### src/hw/rtl/amdq_pkg.sv
package amdq_pkg;

    // Defaults for the top-level parameters
    localparam int MAX_VERTICES_DEF = 32;
    localparam int WEIGHT_BITS_DEF  = 16;

    // Neighbor items per query are capped at MAX_RESULTS-1
    localparam int MAX_RESULTS = 33;
    localparam int NB_W        = $clog2(MAX_RESULTS);

    // Fixed field widths
    localparam int VTX_W  = 5;
    localparam int VCNT_W = 6;
    localparam int DEG_W  = 6;
    localparam int ET_W   = 11;
    localparam int WGT_W  = 16;
    localparam int ET_MAX = (1 << ET_W) - 1;

    // Command codes
    localparam logic CMD_ADD   = 1'b0;
    localparam logic CMD_QUERY = 1'b1;

    // Result kinds
    localparam logic KIND_NEIGHBOR = 1'b0;
    localparam logic KIND_SUMMARY  = 1'b1;

    // Configuration register indexes
    localparam int          CFG_IDX_W    = 1;
    localparam logic [0:0]  CFG_DIRECTED = 1'b0;
    localparam logic [0:0]  CFG_VCOUNT   = 1'b1;
    localparam logic [VCNT_W-1:0] VCOUNT_RST = 6'd32;

    typedef struct packed {
        logic                    command;
        logic [VTX_W-1:0]        from_vertex;
        logic [VTX_W-1:0]        to_vertex;
        logic signed [WGT_W-1:0] edge_weight;
    } t_in_item;

    typedef struct packed {
        logic              item_kind;
        logic [VTX_W-1:0]  neighbor;
        logic [DEG_W-1:0]  out_degree;
        logic [DEG_W-1:0]  in_degree;
        logic [ET_W-1:0]   edge_total;
        logic              bad_vertex;
        logic              last_item;
    } t_out_item;

    // Controller -> datapath
    typedef struct packed {
        logic load;     // capture incoming item
        logic clr_we;   // clearing sweep write
        logic add_rd;   // read old entries for an add
        logic wr_fwd;   // write (from,to)
        logic wr_rev;   // write mirrored (to,from)
        logic scan_rd;  // read row/column entry j
        logic sum;      // load summary into output register
    } t_dp_cmd;

    // Datapath -> controller
    typedef struct packed {
        logic is_query;
        logic add_ok;
        logic query_ok;
        logic mirror;
        logic scan_last;
    } t_dp_stat;

endpackage

### src/hw/rtl/amdq_ctrl.sv
module amdq_ctrl #(
    parameter int AW = 10
) (
    input  logic              i_clk,
    input  logic              i_rst_n,
    input  logic              i_start,
    output logic              o_busy,
    input  amdq_pkg::t_dp_stat i_stat,
    output amdq_pkg::t_dp_cmd  o_cmd,
    output logic [AW-1:0]     o_idx
);
    import amdq_pkg::*;

    localparam logic [2:0] ST_CLEAR    = 3'd0;
    localparam logic [2:0] ST_IDLE     = 3'd1;
    localparam logic [2:0] ST_DISPATCH = 3'd2;
    localparam logic [2:0] ST_ADD_RD   = 3'd3;
    localparam logic [2:0] ST_WR_FWD   = 3'd4;
    localparam logic [2:0] ST_WR_REV   = 3'd5;
    localparam logic [2:0] ST_SCAN     = 3'd6;
    localparam logic [2:0] ST_SUM      = 3'd7;

    logic [2:0]    r_state, n_state;
    logic [AW-1:0] r_idx, n_idx;
    logic          r_flush, n_flush;

    always_comb begin
        n_state = r_state;
        n_idx   = r_idx;
        n_flush = 1'b0;
        o_cmd   = '0;
        case (r_state)
            ST_CLEAR: begin
                o_cmd.clr_we = 1'b1;
                n_idx        = r_idx + AW'(1);
                if (r_idx == {AW{1'b1}}) begin
                    n_state = ST_IDLE;
                end
            end
            ST_IDLE: begin
                if (i_start) begin
                    o_cmd.load = 1'b1;
                    n_state    = ST_DISPATCH;
                end
            end
            ST_DISPATCH: begin
                n_idx = '0;
                if (i_stat.is_query) begin
                    n_state = i_stat.query_ok ? ST_SCAN : ST_SUM;
                end else begin
                    n_state = i_stat.add_ok ? ST_ADD_RD : ST_IDLE;
                end
            end
            ST_ADD_RD: begin
                o_cmd.add_rd = 1'b1;
                n_state      = ST_WR_FWD;
            end
            ST_WR_FWD: begin
                o_cmd.wr_fwd = 1'b1;
                n_state      = i_stat.mirror ? ST_WR_REV : ST_IDLE;
            end
            ST_WR_REV: begin
                o_cmd.wr_rev = 1'b1;
                n_state      = ST_IDLE;
            end
            ST_SCAN: begin
                // r_flush: wait for the last read to land before the summary
                if (r_flush) begin
                    n_state = ST_SUM;
                end else begin
                    o_cmd.scan_rd = 1'b1;
                    n_idx         = r_idx + AW'(1);
                    n_flush       = i_stat.scan_last;
                end
            end
            ST_SUM: begin
                o_cmd.sum = 1'b1;
                n_state   = ST_IDLE;
            end
            default: begin
                n_state = ST_IDLE;
            end
        endcase
    end

    always_ff @(posedge i_clk) begin
        if (!i_rst_n) begin
            r_state <= ST_CLEAR;
            r_idx   <= '0;
            r_flush <= 1'b0;
        end else begin
            r_state <= n_state;
            r_idx   <= n_idx;
            r_flush <= n_flush;
        end
    end

    assign o_busy = (r_state != ST_IDLE);
    assign o_idx  = r_idx;

    a_sum_then_idle: assert property (@(posedge i_clk) disable iff (!i_rst_n)
        (r_state == ST_SUM) |=> !o_busy)
        else $error("summary not followed by idle");

    a_load_only_idle: assert property (@(posedge i_clk) disable iff (!i_rst_n)
        o_cmd.load |=> (r_state == ST_DISPATCH))
        else $error("load without dispatch");

endmodule

### config.mk
export PLATFORM = sky130hd
export DESIGN_NAME = amdq_ctrl
export DESIGN_NICKNAME = d
export VERILOG_FILES = /design/src/hw/rtl/amdq_pkg.sv /design/src/hw/rtl/amdq_ctrl.sv
export SDC_FILE = /design/constraint.sdc
export NUM_CORES = 1
export LEC_CHECK = 0
export ABC_AREA = 1
export BUFFER_PORTS_ARGS = -buffer_cell sky130_fd_sc_hd__buf_4
export CORE_MARGIN = 2
export CORE_UTILIZATION = 47
export CTS_BUF_LIST = sky130_fd_sc_hd__clkbuf_4 sky130_fd_sc_hd__clkbuf_8
export CTS_CLUSTER_SIZE = 28
export DETAILED_ROUTE_END_ITERATION = 16
export MAX_ROUTING_LAYER = met4
export PLACE_DENSITY_LB_ADDON = 0.3
export SYNTH_ARGS = -nofsm -noshare
export SYNTH_HDL_FRONTEND = slang
export SYNTH_SLANG_ARGS = --single-unit
### constraint.sdc
create_clock -name i_clk -period 1.2 [get_ports i_clk]
set_input_delay 0.36 -clock i_clk [delete_from_list [all_inputs] [get_ports i_clk]]
set_output_delay 0.36 -clock i_clk [all_outputs]
set_load 0.01 [all_outputs]
# ---- Word-level counts from Yosys, hierarchy flattened
# Cells that the tools add are included.
dict set report word_totals {
  register_bits 14
  input_bits 8
  output_inout_bits 18
  elab_cells 44
}
dict set report op_classes {
  n_addsub 1
  n_eq_ne 13
  mux 19
  n_bitwise 2
  reduce_logical 6
}
# operator count
set ops {}
lappend ops {{10-bit one-hot mux with 3 select lines} 1}
lappend ops {{3-bit one-hot mux with 7 select lines} 1}
lappend ops {{3-bit 2-to-1 mux} 5}
lappend ops {{3-bit == test (second input constant)} 4}
lappend ops {{10-bit by 1-bit adder with 10-bit output (second input constant)} 1}
lappend ops {{10-bit == test (second input constant)} 1}
lappend ops {{1-bit 2-to-1 mux} 10}
lappend ops {{10-bit 2-to-1 mux} 1}
lappend ops {{2-bit != test (second input constant)} 4}
lappend ops {{3-bit by 2-bit == test with 1-bit output (second input constant)} 2}
lappend ops {{3-bit by 1-bit == test with 1-bit output (second input constant)} 1}
lappend ops {{3-bit logical NOT} 1}
lappend ops {{3-bit by 1-bit != test with 1-bit output (second input constant)} 1}
lappend ops {{3-bit AND reduction} 1}
lappend ops {{3-bit nonzero test} 1}
lappend ops {{3-bit OR reduction} 1}
lappend ops {{2-bit 2-to-1 mux} 1}
lappend ops {{1-bit inverter} 2}
lappend ops {{2-bit AND reduction} 1}
lappend ops {{2-bit OR reduction} 1}

# ---- Logic depth before layout (Yosys ltp)
dict set report depth {
  word_depth 3
  ltp_mapped 7
}

# ---- Worst setup path after synthesis
# Ideal clock, no wire load.
dict set report synth_path {
  path_type {flip-flop to flip-flop}
  startpoint {reg r_idx[0] (netlist: o_idx[0])}
  endpoint {reg r_idx[8] (netlist: o_idx[8])}
  setup_ns 0.113
  t_arrival_ns 1.162
  path_slack_ns -0.075
  stages_incl_launch_ff 7
  path_buffers 0
  synth_period_minus_slack_ns 1.275
  path_cell_list {dfxtp_1 -> ha_1 -> nand3_1 -> inv_1 -> nand3_1 -> nor2_1 -> nor2_1}
}
dict set report synth_via {
  elab_chain_cells 3
}
# item line_no
set synth_lines {}
lappend synth_lines {{from (decl)} amdq_ctrl.sv:24} ;# logic [AW-1:0] r_idx, n_idx;
lappend synth_lines {{from (signal assigned)} amdq_ctrl.sv:93} ;# r_idx <= n_idx;
lappend synth_lines {{10-bit by 1-bit adder with 10-bit output (*)} {amdq_ctrl.sv:35, amdq_ctrl.sv:72}}
lappend synth_lines {{10-bit 2-to-1 mux} amdq_ctrl.sv:68} ;# if (r_flush) begin
lappend synth_lines {{10-bit one-hot mux with 3 select lines (*)} amdq_ctrl.sv:32} ;# case (r_state)
# Every way passes the cells marked *; elsewhere a longest branch is shown, timed or not. The select of a mux whose other input is x is not followed.
# A chain may end at the register's enable or synchronous reset.

==> summary.md <==
| Metric | Value |
|---|---|
| CP Capture Type | output pin |
| Hold Crit Class | in -> reg |
| Clk buf depth | 2 |
| Synth Cell Area | 828.3 um^2 |
| Vias | 1069 |
| # Max-Cap Violations | 0 |
| Top-count cell post-synth | nand2_1 |
| Setup Skew | around 0.0026 ns |
| Total chip power | 0.9132 mW |
| Worst Setup SP | r_state[0]$_SDFFE_PN0P_ |
| Routed Antenna Nets | 0 |
| CP endpoint | o_cmd[5] |
| Dpl cells | 167 |
| Gr ovfl total | 0 |
| Syn Inst Count | 115 |
| Slew Limit Fails | 0 |
| PwrDens | 582.9 nW/um^2 |
| R2R cell count | 7 |
| Starting Density | 0.4904 |
| Chip Height | 45.98 um |
| Crit-path max FO | 7 |
| Number of enable flip-flop cells after synthesis | 0 |
| Remaining DRCs | 0 |
| Sw frac | 0.2737 |
| Worst Slack Setup Final | -0.2770 ns |
| Clock Root Buffer | clkbuf_4 |
| VDD IR-drop max | between 0.7 and 0.8 mV |
| Die area | 2114 um^2 |
| Buf+Inv Stages, Crit Path | 2 |
| Vias in the first global route | between 900 and 1000 |
| Yosys top cell by area | dfxtp_1 |
| Mapped Nets | 124 |
| Met1 wire length | 1.416 mm |
| DRT iter0 DRCs | 34 |
| Slowest stage delay, CP | 0.39 ns |
| Cell-internal power | 0.6633 mW |
| Fill cells | between 50 and 60 |
| Worst path depth | 4 |
| IO Port Bufs | 25 |
| Vias per cell | 5.656 |
| Worst slew margin | 0.8617 |
| Hold Buf Count CTS | 0 |
| Max Clk Rate | around 680 MHz |
| CTS clk-pin slew, worst paths | 0.08 ns |
| DRT Pass-1 Iters | 4 |
| Yosys warns | 0 |
| First-pass GRT wire length | 4.388 mm |
| Clock share of power | 0.311 |
| Clock sinks | 14 |
| RSZ-0062 raised after global routing | true |
| Asr flop ratio synth | 0 |
| Core box area | approximately 1700 um^2 |
| DP HPWL | 1.543 mm |
| Top delay family on crit path | flip-flops |
| Post-Syn Area per Cell | a little over 7 um^2 |
| CP Launch Type | flip-flop |
| Die W | approximately 46 um |
| Synth Flop Type | dfxtp_1 |
| Reg power frac | 0.526 |
| Final setup fails | 22 |
| Worst reg2reg endpoint | o_idx[3]$_SDFFE_PN0P_ |
| Final net count | 183 |
| Post-synth cell types | 26 |
| ANT cells | 0 |
| Sw Pwr | 0.2499 mW |
| Status | finished with violations |
| Combinational power share | 0.163 |
| Routed wl met2 | about 1.8 mm |
| Largest net degree at the start of global routing | 9 |
| Fin. Hold Viols | 0 |
| Proportion of layout cells with a drive suffix above 1 | 0.6686 |
| WP data arrival | ~1.1 ns |
| Worst Max-Slew Pin Slew | 0.2067 ns |
| Max Used Layer | met4 |
| Cell Chain, Critical Path | inv_2 > nand2_4 > nor2_4 > buf_4 |
| Routed wl met3 | about 150 um |
| Global Route Usage Sum | 0.3087 |
| # rows | 15 |
| Final period utilization | 1.231 |
| Min Tclk post-route | 1.477 ns |
| Register area share after synthesis | 0.3384 |
| DR WL/cell | 18.36 um |
| P_leak | 0.6766 nW |
| Area growth syn-to-layout | 89.12% |
| Synth top area share | 0.3384 |
| Num ports | 26 |
| Final wirelength | 3.470 mm |
| CTS buffer count | 3 |
| Placer Congestion | 0.9472 |
| Most common library cells after synthesis | nand2_1, nor2_1, dfxtp_1 |
| CP required | approximately 0.84 ns |
| Non-filler cells, final | approximately 190 |
| CTS tree | yes |
| H-tree depth | 1 |
| Slowest-stage cell, CP | dfxtp_4 |
| Dominant cells by area after synthesis | dfxtp_1, nand2_1, nor2_1, nand3_1, inv_1 |
| Failing checks | setup timing |
| Worst R2R Start | r_state[0]$_SDFFE_PN0P_ |
| Clock Latency Late Sink | 0.29 ns |
| Initial antenna violation count | 0 |
| WS Path Type | reg -> out |
| Setup slack, reg-to-reg | -0.21 ns |
| #FFs+latches synth | 14 |
[per-layer routing]
metal	up-vias	global-route usage
li1	493	-
met1	522	0.3828
met2	41	0.4944
met3	13	0.04365
met4	0	0.1314
met5	-	-
[flip-flops by register name (all words and copies together), names as in the netlist]
name,flops
r_flush,1
o_idx,10
r_state,3
[layout make-up]
cell class	instances	area, um^2	area share
sequential	14	306.5	0.1957
clock buffer	3	22.52	0.01438
tap	17	21.27	0.01358
multi-input combinational	85	651.9	0.4161
timing repair buffer	54	486.7	0.3107
inverter	16	77.57	0.04952
[layout by cell type, fill, tap and decap left out, types with 4 or more instances in the layout]
master   netlist  final
nor2_1        18      9
dfxtp_1       14      5
inv_1         12      9
nand2_2        2      5
a21oi_2        3      5
nor2_2         3      4
buf_4          0     37
nand2_1       23     18
dfxtp_4        0      6
nand3_2        1      4
o21ai_2        3      4
buf_6          1     15
a21oi_1        6      4
nand3_1       11      6
nor2_4         0      8
[worst min-delay path by stage]
stage / slack [ns] / to / start / cells after the start
floorplan: 0.48 / o_idx[7]$_SDFFE_PN0P_ / o_idx[7]$_SDFFE_PN0P_ / 2
global placement: 0.45 / o_idx[7]$_SDFFE_PN0P_ / o_idx[7]$_SDFFE_PN0P_ / 2
detailed placement: 0.45 / o_idx[7]$_SDFFE_PN0P_ / o_idx[7]$_SDFFE_PN0P_ / 2
CTS: 0.33 / r_flush$_SDFF_PP0_ / i_stat[0] / 2
global route: 0.33 / r_flush$_SDFF_PP0_ / i_stat[0] / 2
finish: 0.33 / r_flush$_SDFF_PP0_ / i_stat[0] / 2
[power groups by stage]
stage / registers, mW / clock network (mW) / logic (mW)
6_report: 0.480 / 0.284 / 0.149
5_1_grt: 0.482 / 0.304 / 0.156
4_1_cts: 0.481 / 0.278 / 0.122
3_5_place_dp: 0.496 / 0 / 0.0981
3_3_place_gp: 0.496 / 0 / 0.0943
2_1_floorplan: 0.501 / 0 / 0.0388
[timing repair]
action	4_1_cts	5_1_grt
gates cloned	1	0
endpoints found under the setup margin	21	24
setup buffers	14	6
gates resized for setup	50	23
pin swaps	10	13
[cell families (layout without fill, tap and decap cells)]
family                   Yosys count  count (layout)  synth area share
buffers and inverters             17              73            0.1057
adder cells (fa/ha/maj)            1               1           0.01510
flip-flops                        14              14            0.3384
AND/OR/NAND/NOR                   67              68            0.4124
AO/OA/AOI/OAI                     16              16            0.1284
[metrics by stage]
| stage | hold WS (ns) | instance area, um^2 | setup WS, ns | TNS [ns] | util |
|---|---|---|---|---|---|
| floorplan | 0.4769 | 833.3 | 0.01837 | 0 | - |
| global placement | 0.4477 | 1126 | -0.05186 | -0.09169 | 0.6667 |
| detailed placement | 0.4535 | 1126 | -0.09354 | -0.2984 | 0.6667 |
| CTS | 0.3338 | 1433 | -0.2274 | -1.988 | 0.8481 |
| global route | 0.3299 | 1567 | -0.3171 | -4.106 | 0.9274 |
| finish | 0.3299 | 1567 | -0.2770 | -3.114 | 0.9274 |
Note: power is estimated with default switching activity, not from simulation.
