<file path="config.mk">
export PLATFORM = sky130hd
export DESIGN_NAME = amdq_dp
export DESIGN_NICKNAME = d
export VERILOG_FILES = /design/src/hw/rtl/amdq_pkg.sv /design/src/hw/rtl/amdq_dp.sv
export SDC_FILE = /design/constraint.sdc
export NUM_CORES = 1
export LEC_CHECK = 0
export ABC_AREA = 1
export BUFFER_PORTS_ARGS = -buffer_cell sky130_fd_sc_hd__buf_2
export CORE_MARGIN = 10
export CORE_UTILIZATION = 45
export DETAILED_ROUTE_END_ITERATION = 8
export PLACE_DENSITY = 0.75
export REMOVE_ABC_BUFFERS = 1
export SETUP_SLACK_MARGIN = 0.5
export SKIP_CTS_REPAIR_TIMING = 1
export SYNTH_ARGS = -nofsm -noshare
export SYNTH_HDL_FRONTEND = slang
export SYNTH_SLANG_ARGS = --single-unit
</file>
<file path="constraint.sdc">
create_clock -name i_clk -period 2.58 [get_ports i_clk]
set_clock_uncertainty 0.2 [all_clocks]
set_input_delay 0.129 -clock i_clk [delete_from_list [all_inputs] [get_ports i_clk]]
set_output_delay 0.129 -clock i_clk [all_outputs]
set_load 0.01 [all_outputs]
</file>
<file path="src/hw/rtl/amdq_pkg.sv">
package amdq_pkg;

    // Defaults for the top-level parameters
    localparam int MAX_VERTICES_DEF = 32;
    localparam int WEIGHT_BITS_DEF  = 16;

    // Neighbor items per query are capped at MAX_RESULTS-1
    localparam int MAX_RESULTS = 33;
    localparam int NB_W        = $clog2(MAX_RESULTS);

    // Fixed field widths
    localparam int VTX_W  = 5;
    localparam int VCNT_W = 6;
    localparam int DEG_W  = 6;
    localparam int ET_W   = 11;
    localparam int WGT_W  = 16;
    localparam int ET_MAX = (1 << ET_W) - 1;

    // Command codes
    localparam logic CMD_ADD   = 1'b0;
    localparam logic CMD_QUERY = 1'b1;

    // Result kinds
    localparam logic KIND_NEIGHBOR = 1'b0;
    localparam logic KIND_SUMMARY  = 1'b1;

    // Configuration register indexes
    localparam int          CFG_IDX_W    = 1;
    localparam logic [0:0]  CFG_DIRECTED = 1'b0;
    localparam logic [0:0]  CFG_VCOUNT   = 1'b1;
    localparam logic [VCNT_W-1:0] VCOUNT_RST = 6'd32;

    typedef struct packed {
        logic                    command;
        logic [VTX_W-1:0]        from_vertex;
        logic [VTX_W-1:0]        to_vertex;
        logic signed [WGT_W-1:0] edge_weight;
    } t_in_item;

    typedef struct packed {
        logic              item_kind;
        logic [VTX_W-1:0]  neighbor;
        logic [DEG_W-1:0]  out_degree;
        logic [DEG_W-1:0]  in_degree;
        logic [ET_W-1:0]   edge_total;
        logic              bad_vertex;
        logic              last_item;
    } t_out_item;

    // Controller -> datapath
    typedef struct packed {
        logic load;     // capture incoming item
        logic clr_we;   // clearing sweep write
        logic add_rd;   // read old entries for an add
        logic wr_fwd;   // write (from,to)
        logic wr_rev;   // write mirrored (to,from)
        logic scan_rd;  // read row/column entry j
        logic sum;      // load summary into output register
    } t_dp_cmd;

    // Datapath -> controller
    typedef struct packed {
        logic is_query;
        logic add_ok;
        logic query_ok;
        logic mirror;
        logic scan_last;
    } t_dp_stat;

endpackage

</file>
<file path="src/hw/rtl/amdq_dp.sv">
module amdq_dp #(
    parameter int MAX_VERTICES = 32,
    parameter int WEIGHT_BITS  = 16,
    parameter int AW           = 10
) (
    input  logic                         i_clk,
    input  logic                         i_rst_n,
    input  amdq_pkg::t_in_item           i_item,
    input  logic                         i_cfg_valid,
    input  logic [amdq_pkg::CFG_IDX_W-1:0] i_cfg_index,
    input  logic [amdq_pkg::VCNT_W-1:0]  i_cfg_data,
    input  amdq_pkg::t_dp_cmd            i_cmd,
    input  logic [AW-1:0]                i_idx,
    output amdq_pkg::t_dp_stat           o_stat,
    // memory port
    output logic                         o_we,
    output logic [AW-1:0]                o_waddr,
    output logic [WEIGHT_BITS-1:0]       o_wdata,
    output logic                         o_re,
    output logic [AW-1:0]                o_raddr_a,
    output logic [AW-1:0]                o_raddr_b,
    input  logic [WEIGHT_BITS-1:0]       i_rdata_a,
    input  logic [WEIGHT_BITS-1:0]       i_rdata_b,
    // results
    output logic                         o_strobe,
    output amdq_pkg::t_out_item          o_result
);
    import amdq_pkg::*;

    localparam int VB  = AW / 2;
    localparam int NZW = $clog2(MAX_VERTICES * MAX_VERTICES + 1);
    localparam int DW  = $clog2(MAX_VERTICES + 1);

    // configuration
    logic              r_directed;
    logic [VCNT_W-1:0] r_vcount;
    // captured item
    logic              r_cmd;
    logic [VTX_W-1:0]  r_u, r_v;
    logic signed [WGT_W-1:0] r_weight;
    // counters
    logic [NZW-1:0]    r_nz_total;
    logic              r_chk;
    logic [VB-1:0]     r_jd;
    logic [DW-1:0]     r_od, r_id;
    logic [NB_W-1:0]   r_nb;
    logic              r_out_vld;
    t_out_item         r_out;

    logic [VCNT_W-1:0]      lim;
    logic [VB-1:0]          ua, va, j;
    logic [WEIGHT_BITS-1:0] w;
    logic                   w_nz, old_nz;
    logic [NZW-1:0]         edges;

    always_comb begin
        lim = (r_vcount > VCNT_W'(MAX_VERTICES)) ? VCNT_W'(MAX_VERTICES) : r_vcount;
        ua  = VB'(r_u);
        va  = VB'(r_v);
        j   = i_idx[VB-1:0];
        w   = WEIGHT_BITS'(r_weight);
        w_nz = |w;
        old_nz = i_cmd.wr_fwd ? |i_rdata_a : |i_rdata_b;
        edges  = r_directed ? r_nz_total : (r_nz_total >> 1);

        o_stat.is_query  = (r_cmd == CMD_QUERY);
        o_stat.query_ok  = ({1'b0, r_u} < lim);
        o_stat.add_ok    = ({1'b0, r_u} < lim) && ({1'b0, r_v} < lim);
        o_stat.mirror    = !r_directed && (r_u != r_v);
        o_stat.scan_last = ((7'(j) + 7'd1) == 7'(lim));

        o_we    = i_cmd.clr_we | i_cmd.wr_fwd | i_cmd.wr_rev;
        o_waddr = i_cmd.clr_we ? i_idx : (i_cmd.wr_fwd ? {ua, va} : {va, ua});
        o_wdata = i_cmd.clr_we ? '0 : w;
        o_re      = i_cmd.add_rd | i_cmd.scan_rd;
        o_raddr_a = i_cmd.add_rd ? {ua, va} : {ua, j};
        o_raddr_b = i_cmd.add_rd ? {va, ua} : {j, ua};
    end

    // configuration registers
    always_ff @(posedge i_clk) begin
        if (!i_rst_n) begin
            r_directed <= 1'b0;
            r_vcount   <= VCOUNT_RST;
        end else if (i_cfg_valid) begin
            if (i_cfg_index == CFG_DIRECTED) begin
                r_directed <= i_cfg_data[0];
            end else if (i_cfg_index == CFG_VCOUNT) begin
                r_vcount <= i_cfg_data;
            end
        end
    end

    always_ff @(posedge i_clk) begin
        if (i_cmd.load) begin
            r_cmd    <= i_item.command;
            r_u      <= i_item.from_vertex;
            r_v      <= i_item.to_vertex;
            r_weight <= i_item.edge_weight;
        end
        r_jd <= j;
    end

    // nonzero entry count over the whole store
    always_ff @(posedge i_clk) begin
        if (!i_rst_n) begin
            r_nz_total <= '0;
        end else if (i_cmd.wr_fwd || i_cmd.wr_rev) begin
            if (old_nz && !w_nz) begin
                r_nz_total <= r_nz_total - NZW'(1);
            end else if (!old_nz && w_nz) begin
                r_nz_total <= r_nz_total + NZW'(1);
            end
        end
    end

    // scan pipeline and result register
    always_ff @(posedge i_clk) begin
        if (!i_rst_n) begin
            r_chk     <= 1'b0;
            r_od      <= '0;
            r_id      <= '0;
            r_nb      <= '0;
            r_out_vld <= 1'b0;
        end else begin
            r_chk     <= i_cmd.scan_rd;
            r_out_vld <= 1'b0;
            if (i_cmd.load) begin
                r_od <= '0;
                r_id <= '0;
                r_nb <= '0;
            end else if (r_chk) begin
                if (|i_rdata_a) begin
                    r_od <= r_od + DW'(1);
                    if (r_nb < NB_W'(MAX_RESULTS - 1)) begin
                        r_nb      <= r_nb + NB_W'(1);
                        r_out_vld <= 1'b1;
                    end
                end
                if (|i_rdata_b) begin
                    r_id <= r_id + DW'(1);
                end
            end
            if (i_cmd.sum) begin
                r_out_vld <= 1'b1;
            end
        end
    end

    always_ff @(posedge i_clk) begin
        if (i_cmd.sum) begin
            r_out.item_kind  <= KIND_SUMMARY;
            r_out.neighbor   <= '0;
            r_out.out_degree <= o_stat.query_ok ? DEG_W'(r_od) : '0;
            r_out.in_degree  <= o_stat.query_ok ? DEG_W'(r_id) : '0;
            r_out.edge_total <= (32'(edges) > 32'(ET_MAX)) ? ET_W'(ET_MAX) : ET_W'(edges);
            r_out.bad_vertex <= !o_stat.query_ok;
            r_out.last_item  <= 1'b1;
        end else if (r_chk) begin
            r_out.item_kind  <= KIND_NEIGHBOR;
            r_out.neighbor   <= VTX_W'(r_jd);
            r_out.out_degree <= '0;
            r_out.in_degree  <= '0;
            r_out.edge_total <= '0;
            r_out.bad_vertex <= 1'b0;
            r_out.last_item  <= 1'b0;
        end
    end

    assign o_strobe = r_out_vld;
    assign o_result = r_out;

    a_summary_after_sum: assert property (@(posedge i_clk) disable iff (!i_rst_n)
        (r_out_vld && r_out.last_item) |-> $past(i_cmd.sum))
        else $error("summary item without summary command");

    a_nb_cap: assert property (@(posedge i_clk) disable iff (!i_rst_n)
        r_nb <= NB_W'(MAX_RESULTS - 1))
        else $error("neighbor item count past cap");

    a_no_write_in_scan: assert property (@(posedge i_clk) disable iff (!i_rst_n)
        (i_cmd.scan_rd || r_chk) |-> !o_we)
        else $error("store written during a scan");

endmodule

</file>
After elaboration in Yosys (flattened, before gate mapping)
Index checks and enable logic that the tools add are counted.
{"block": "classes", "n_lt_le_gt_ge": 4, "muxes": 19, "eq_ne": 2, "reduce_logical": 21, "n_addsub": 6, "bitwise_logic": 5}
{"cell": "$mux 25", "count": 2}
{"cell": "$reduce_or 16->1", "count": 3}
{"cell": "$mux 11", "count": 3}
{"cell": "$mux 10", "count": 3}
{"cell": "$add 6x1->6 const B", "count": 3}
{"cell": "$mux 6", "count": 3}
{"cell": "$mux 16", "count": 1}
{"cell": "$lt 5x6->1", "count": 2}
{"cell": "$add 11x1->11 const B", "count": 1}
{"cell": "$sub 11x1->11 const B", "count": 1}
{"cell": "$reduce_and 2->1", "count": 5}
{"cell": "$add 5x1->6 const B", "count": 1}
{"cell": "$eq 6x6->1", "count": 1}
{"cell": "$gt 6x6->1 const B", "count": 1}
{"cell": "$lt 6x6->1 const B", "count": 1}
{"cell": "$mux 1", "count": 6}
{"cell": "$mux 5", "count": 1}
{"cell": "$ne 5x5->1", "count": 1}
{"cell": "$logic_and 1x1->1", "count": 4}
{"cell": "$logic_not 1->1", "count": 4}
{"cell": "$reduce_bool 2->1", "count": 2}
{"cell": "$or 1x1->1", "count": 3}
{"cell": "$reduce_and 3->1", "count": 1}
{"cell": "$not 1->1", "count": 2}
{"cell": "2 further kinds", "count": 2}
{"block": "word_totals", "reg_bits": 100, "output_inout_bits": 85}

Logic depth before layout (Yosys ltp)
{"block": "logic_depth", "ltp_word": 6, "mapped_depth": 18, "ltp_nobuf": 18}

Worst setup path before layout
Ideal clock, no wire load.
{"block": "synth_path", "path_kind": "reg-to-reg", "from": "reg r_weight[7]", "to": "reg r_nz_total[6]", "setup_time_ns": 0.109, "slack_ns": 0.069, "arrival_time_ns": 2.202, "path_buffers": 0, "required_time_ns": 2.271, "path_stages_with_launch": 13, "cell_sequence": "edfxtp_1 > inv_1 > nand4_1 > nor4_1 > ha_1 > inv_1 > fa_1 > o21bai_1 > nand2_1 > nand3_1 > nand3_1 > nand2_1 > inv_1"}
{"block": "synth_between", "elab_chain_len": 5, "word_cells_on_any_way": 7, "classes_between": "1 x mux; 6 x reduce/logical"}
{"element": "from (decl)", "line_no": "amdq_dp.sv:40", "rtl": "logic signed [WGT_W-1:0] r_weight;"}
{"element": "from (signal assigned)", "line_no": "amdq_dp.sv:99", "rtl": "r_weight <= i_item.edge_weight;"}
{"element": "$reduce_or 16->1 *", "line_no": "amdq_dp.sv:62", "rtl": "w_nz = |w;"}
{"element": "$logic_not 1->1", "line_no": "amdq_dp.sv:109", "rtl": "if (old_nz && !w_nz) begin"}
{"element": "$logic_and 1x1->1", "line_no": "amdq_dp.sv:109"}
{"element": "$reduce_bool 2->1 (no source line)"}
{"element": "$reduce_and 2->1 (no source line)"}
{"element": "to (signal assigned)", "line_no": "amdq_dp.sv:110", "rtl": "r_nz_total <= r_nz_total - NZW'(1);"}
{"element": "to (signal assigned)", "line_no": "amdq_dp.sv:112", "rtl": "r_nz_total <= r_nz_total + NZW'(1);"}
{"element": "to (decl)", "line_no": "amdq_dp.sv:42", "rtl": "logic [NZW-1:0] r_nz_total;"}
Mark *: on every way between the ends. The rest lies on a longest branch, timed or not.
A chain may end at the register's enable or synchronous reset.

Worst setup path in the final report
{"block": "layout_path", "from": "reg r_weight[2]", "to": "reg r_nz_total[10]"}
Same word-level chain as after synthesis.

==> metrics.md <==
| Metric | Value |
|---|---|
| Post-synth ARST share | 0% |
| Clock Sink Count | 100 |
| Top cells by area, synth | edfxtp_1, dfxtp_1, nand2_1 |
| Final Max Slew Viols | 0 |
| Core ar. | 11500 um^2 |
| Largest net degree at the start of global routing | 28 |
| Commonest non-fill, non-tap cell in the layout | buf_2 |
| Vias per cell | 5.08 |
| Drt total wl | 16.9 mm |
| Run status | complete, but fails checks |
| CTS HTree Levels | 3 |
| Seq/Total Area, Yosys | 47.0% |
| Crit-path slowest cell | nor4_4 |
| Crit path DAT | 2.71 ns |
| Rows | 39 |
| Yosys top cell area share | 28.7% |
| Util after Layout | 66.7% |
| Failing checks | setup timing |
| Final Hold Fails | 0 |
| Post-route ant nets | 0 |
| Clk_lat worst skew | 0.36 ns |
| CP Capture Type | flop |
| First-pass GRT wire length | 23.3 mm |
| Fillers | 883 |
| Sw Pwr | 997 uW |
| Number of synthesized register bits | 100 |
| CP Max Fanout | 8 |
| Die Span Y | 129 um |
| Initial DRC Count | 353 |
| Synth cell types | 42 |
| Cell area after synthesis | 5350 um^2 |
| Pint | 2770 uW |
| Vias in the first global route | 4679 |
| Most frequent cells in the layout | buf_2, nand2_1, nor2_1, inv_1, a21oi_1 |
| Slew @ Worst Pin | 0.693 ns |
| Gpl congestion | 0.887 |
| Clock-pin slew on the worst setup and hold paths | 0.07 ns |
| Initial antenna violation count | 0 |
| HP Class | input port to flop |
| I/O pin total | 171 |
| Critical path class | flop to flop |
| Max-cap viol count | 0 |
| Critical path, cell by cell | inv_1, nand4_1, nor4_4, ha_4, buf_12, inv_4, fa_2, buf_6, inv_2, nand3_2, nand4_1, nand3_1, nand2_1, inv_1 |
| Post-route cell area | 7680 um^2 |
| Clk pwr share | 35.6% |
| Peak VDD IR | 0.513 mV |
| Nets | 1017 |
| Lkg Pwr | 0.00353 uW |
| EDFF count, synth | 51 |
| Area Growth Syn to Fin | 43.7% |
| DRT Pass-1 Iters | 5 |
| Num CTS Buffers | 9 |
| Ant diodes | 0 |
| Post-DP HPWL | 11.5 mm |
| Detailed-route via count | 5367 |
| Root cell of the clock tree | clkbuf_16 |
| Slew HR | 53.7% |
| DP Area | 6340 um^2 |
| DR DRC count | 0 |
| Wirelength per Cell | 16.0 um |
| Total number of yosys warnings | 0 |
| Crit start category | flop |
| Power per Cell Area | 490 nW/um^2 |
| CTS tree | yes |
| Initial Utilization | 46.4% |
| CTS Buffer Depth | 2 |
| Comb power frac | 16.4% |
| Area leader, netlist | edfxtp_1 |
| Port Buffer Count | 170 |
| Worst path max stage delay | 0.42 ns |
| Gr ovfl total | 0 |
| Crit path required time | 2.64 ns |
| Post-Syn Instances | 668 |
| Sequential share of power | 47.9% |
| Die Wd | 129 um |
| Final WS setup | -0.0643 ns |
| Gr usage total | 17.6% |
| RSZ-0062 raised after global routing | yes |
| Ratio of cells with drive above 1 in the final layout | 32.2% |
| Post-synth top flop | edfxtp_1 |
| Tcrit/Tclk final | 102% |
| Max Fclk | 0.378 GHz |
| Switching Share | 26.5% |
| Setup violators final | 7 |
| Fin crit period | 2.64 ns |
| Die area | 16600 um^2 |
| Syn avg cell area | 8.00 um^2 |
power groups by stage:
stage	Clock (uW)	Combinational (uW)	Sequential [uW]
2_1_floorplan	0	215	1850
3_3_place_gp	0	492	1830
3_5_place_dp	0	496	1830
4_1_cts	1350	498	1800
5_1_grt	1420	682	1810
6_report	1340	619	1800
worst paths after layout:
path          startpoint        endpoint  slack (ns)  cells after the start
max reg2reg  r_weight[2]  r_nz_total[10]       -0.06                     14
min             i_cmd[0]    o_result[14]        0.09                      3
max          r_weight[2]  r_nz_total[10]       -0.06                     14
min reg2reg      r_jd[2]    o_result[27]        0.26                      2
flip-flops by register name (all words and copies together) (netlist names), 6 cells and up:
register / cells
o_result: 30
r_id: 6
r_nb: 6
r_nz_total: 11
r_od: 6
r_vcount: 6
r_weight: 16
critical path: cells and delay by family (launching register included):
family | cells | cell delay (ns)
and+or+nand+nor | 6 | 0.91
DFF | 1 | 0.38
adders and majority gates | 2 | 0.59
buffers and inverters | 6 | 0.48
cell families after synthesis:
kind of cell | count (synthesis) | synth area share, %
and+or+nand+nor | 288 | 22.7
AOI/OAI and AO/OA | 120 | 12.0
buffers and inverters | 119 | 9.81
DFF | 100 | 47.0
adders and majority gates | 23 | 5.52
xor gates and xnor gates | 18 | 2.95
layer usage:
metal	track usage (%)	share of wire (%)	vias up
met3	8.54	12	24
met1	20.5	39	2426
met2	27.5	47	269
li1	-	-	2648
met5	0	0	-
met4	6.22	1.8	0
Yosys cell counts (2+ instances only):
cell type,instances
nor2_2,5
buf_6,2
inv_1,87
nor3_1,5
nand3_1,30
o22ai_1,3
xor2_1,12
ha_1,22
buf_1,2
dfxtp_1,49
a21oi_1,66
o21ai_0,39
buf_4,12
inv_2,2
nor3_2,5
nand4_1,10
nand2_1,138
nor2_1,90
clkinv_1,2
buf_2,4
clkbuf_1,6
edfxtp_1,51
o21bai_1,2
xnor2_1,6
area by class of cell:
cell class / count / area [um^2] / area share (%)
repair buffers: 256 / 1670 / 21.8
clock inverters: 3 / 18.8 / 0.244
multi-input cells: 449 / 2650 / 34.5
inverters: 92 / 365 / 4.76
well taps: 143 / 179 / 2.33
flip-flops and latches: 100 / 2520 / 32.8
clock buffers: 13 / 272 / 3.53
stage by stage:
step	total power (uW)	worst slack [ns]	cells	setup TNS, ns	hold slack [ns]
2_1_floorplan	2070	0.0565	641	0	-0.0433
3_3_place_gp	2330	-0.196	973	-1.20	0.0938
3_5_place_dp	2330	-0.238	973	-1.50	0.0949
4_1_cts	3650	-0.259	989	-1.65	-0.274
5_1_grt	3920	-0.189	1056	-1.28	0.105
6_report	3760	-0.0643	1056	-0.211	0.0872
(Power assumes the default switching activity.)
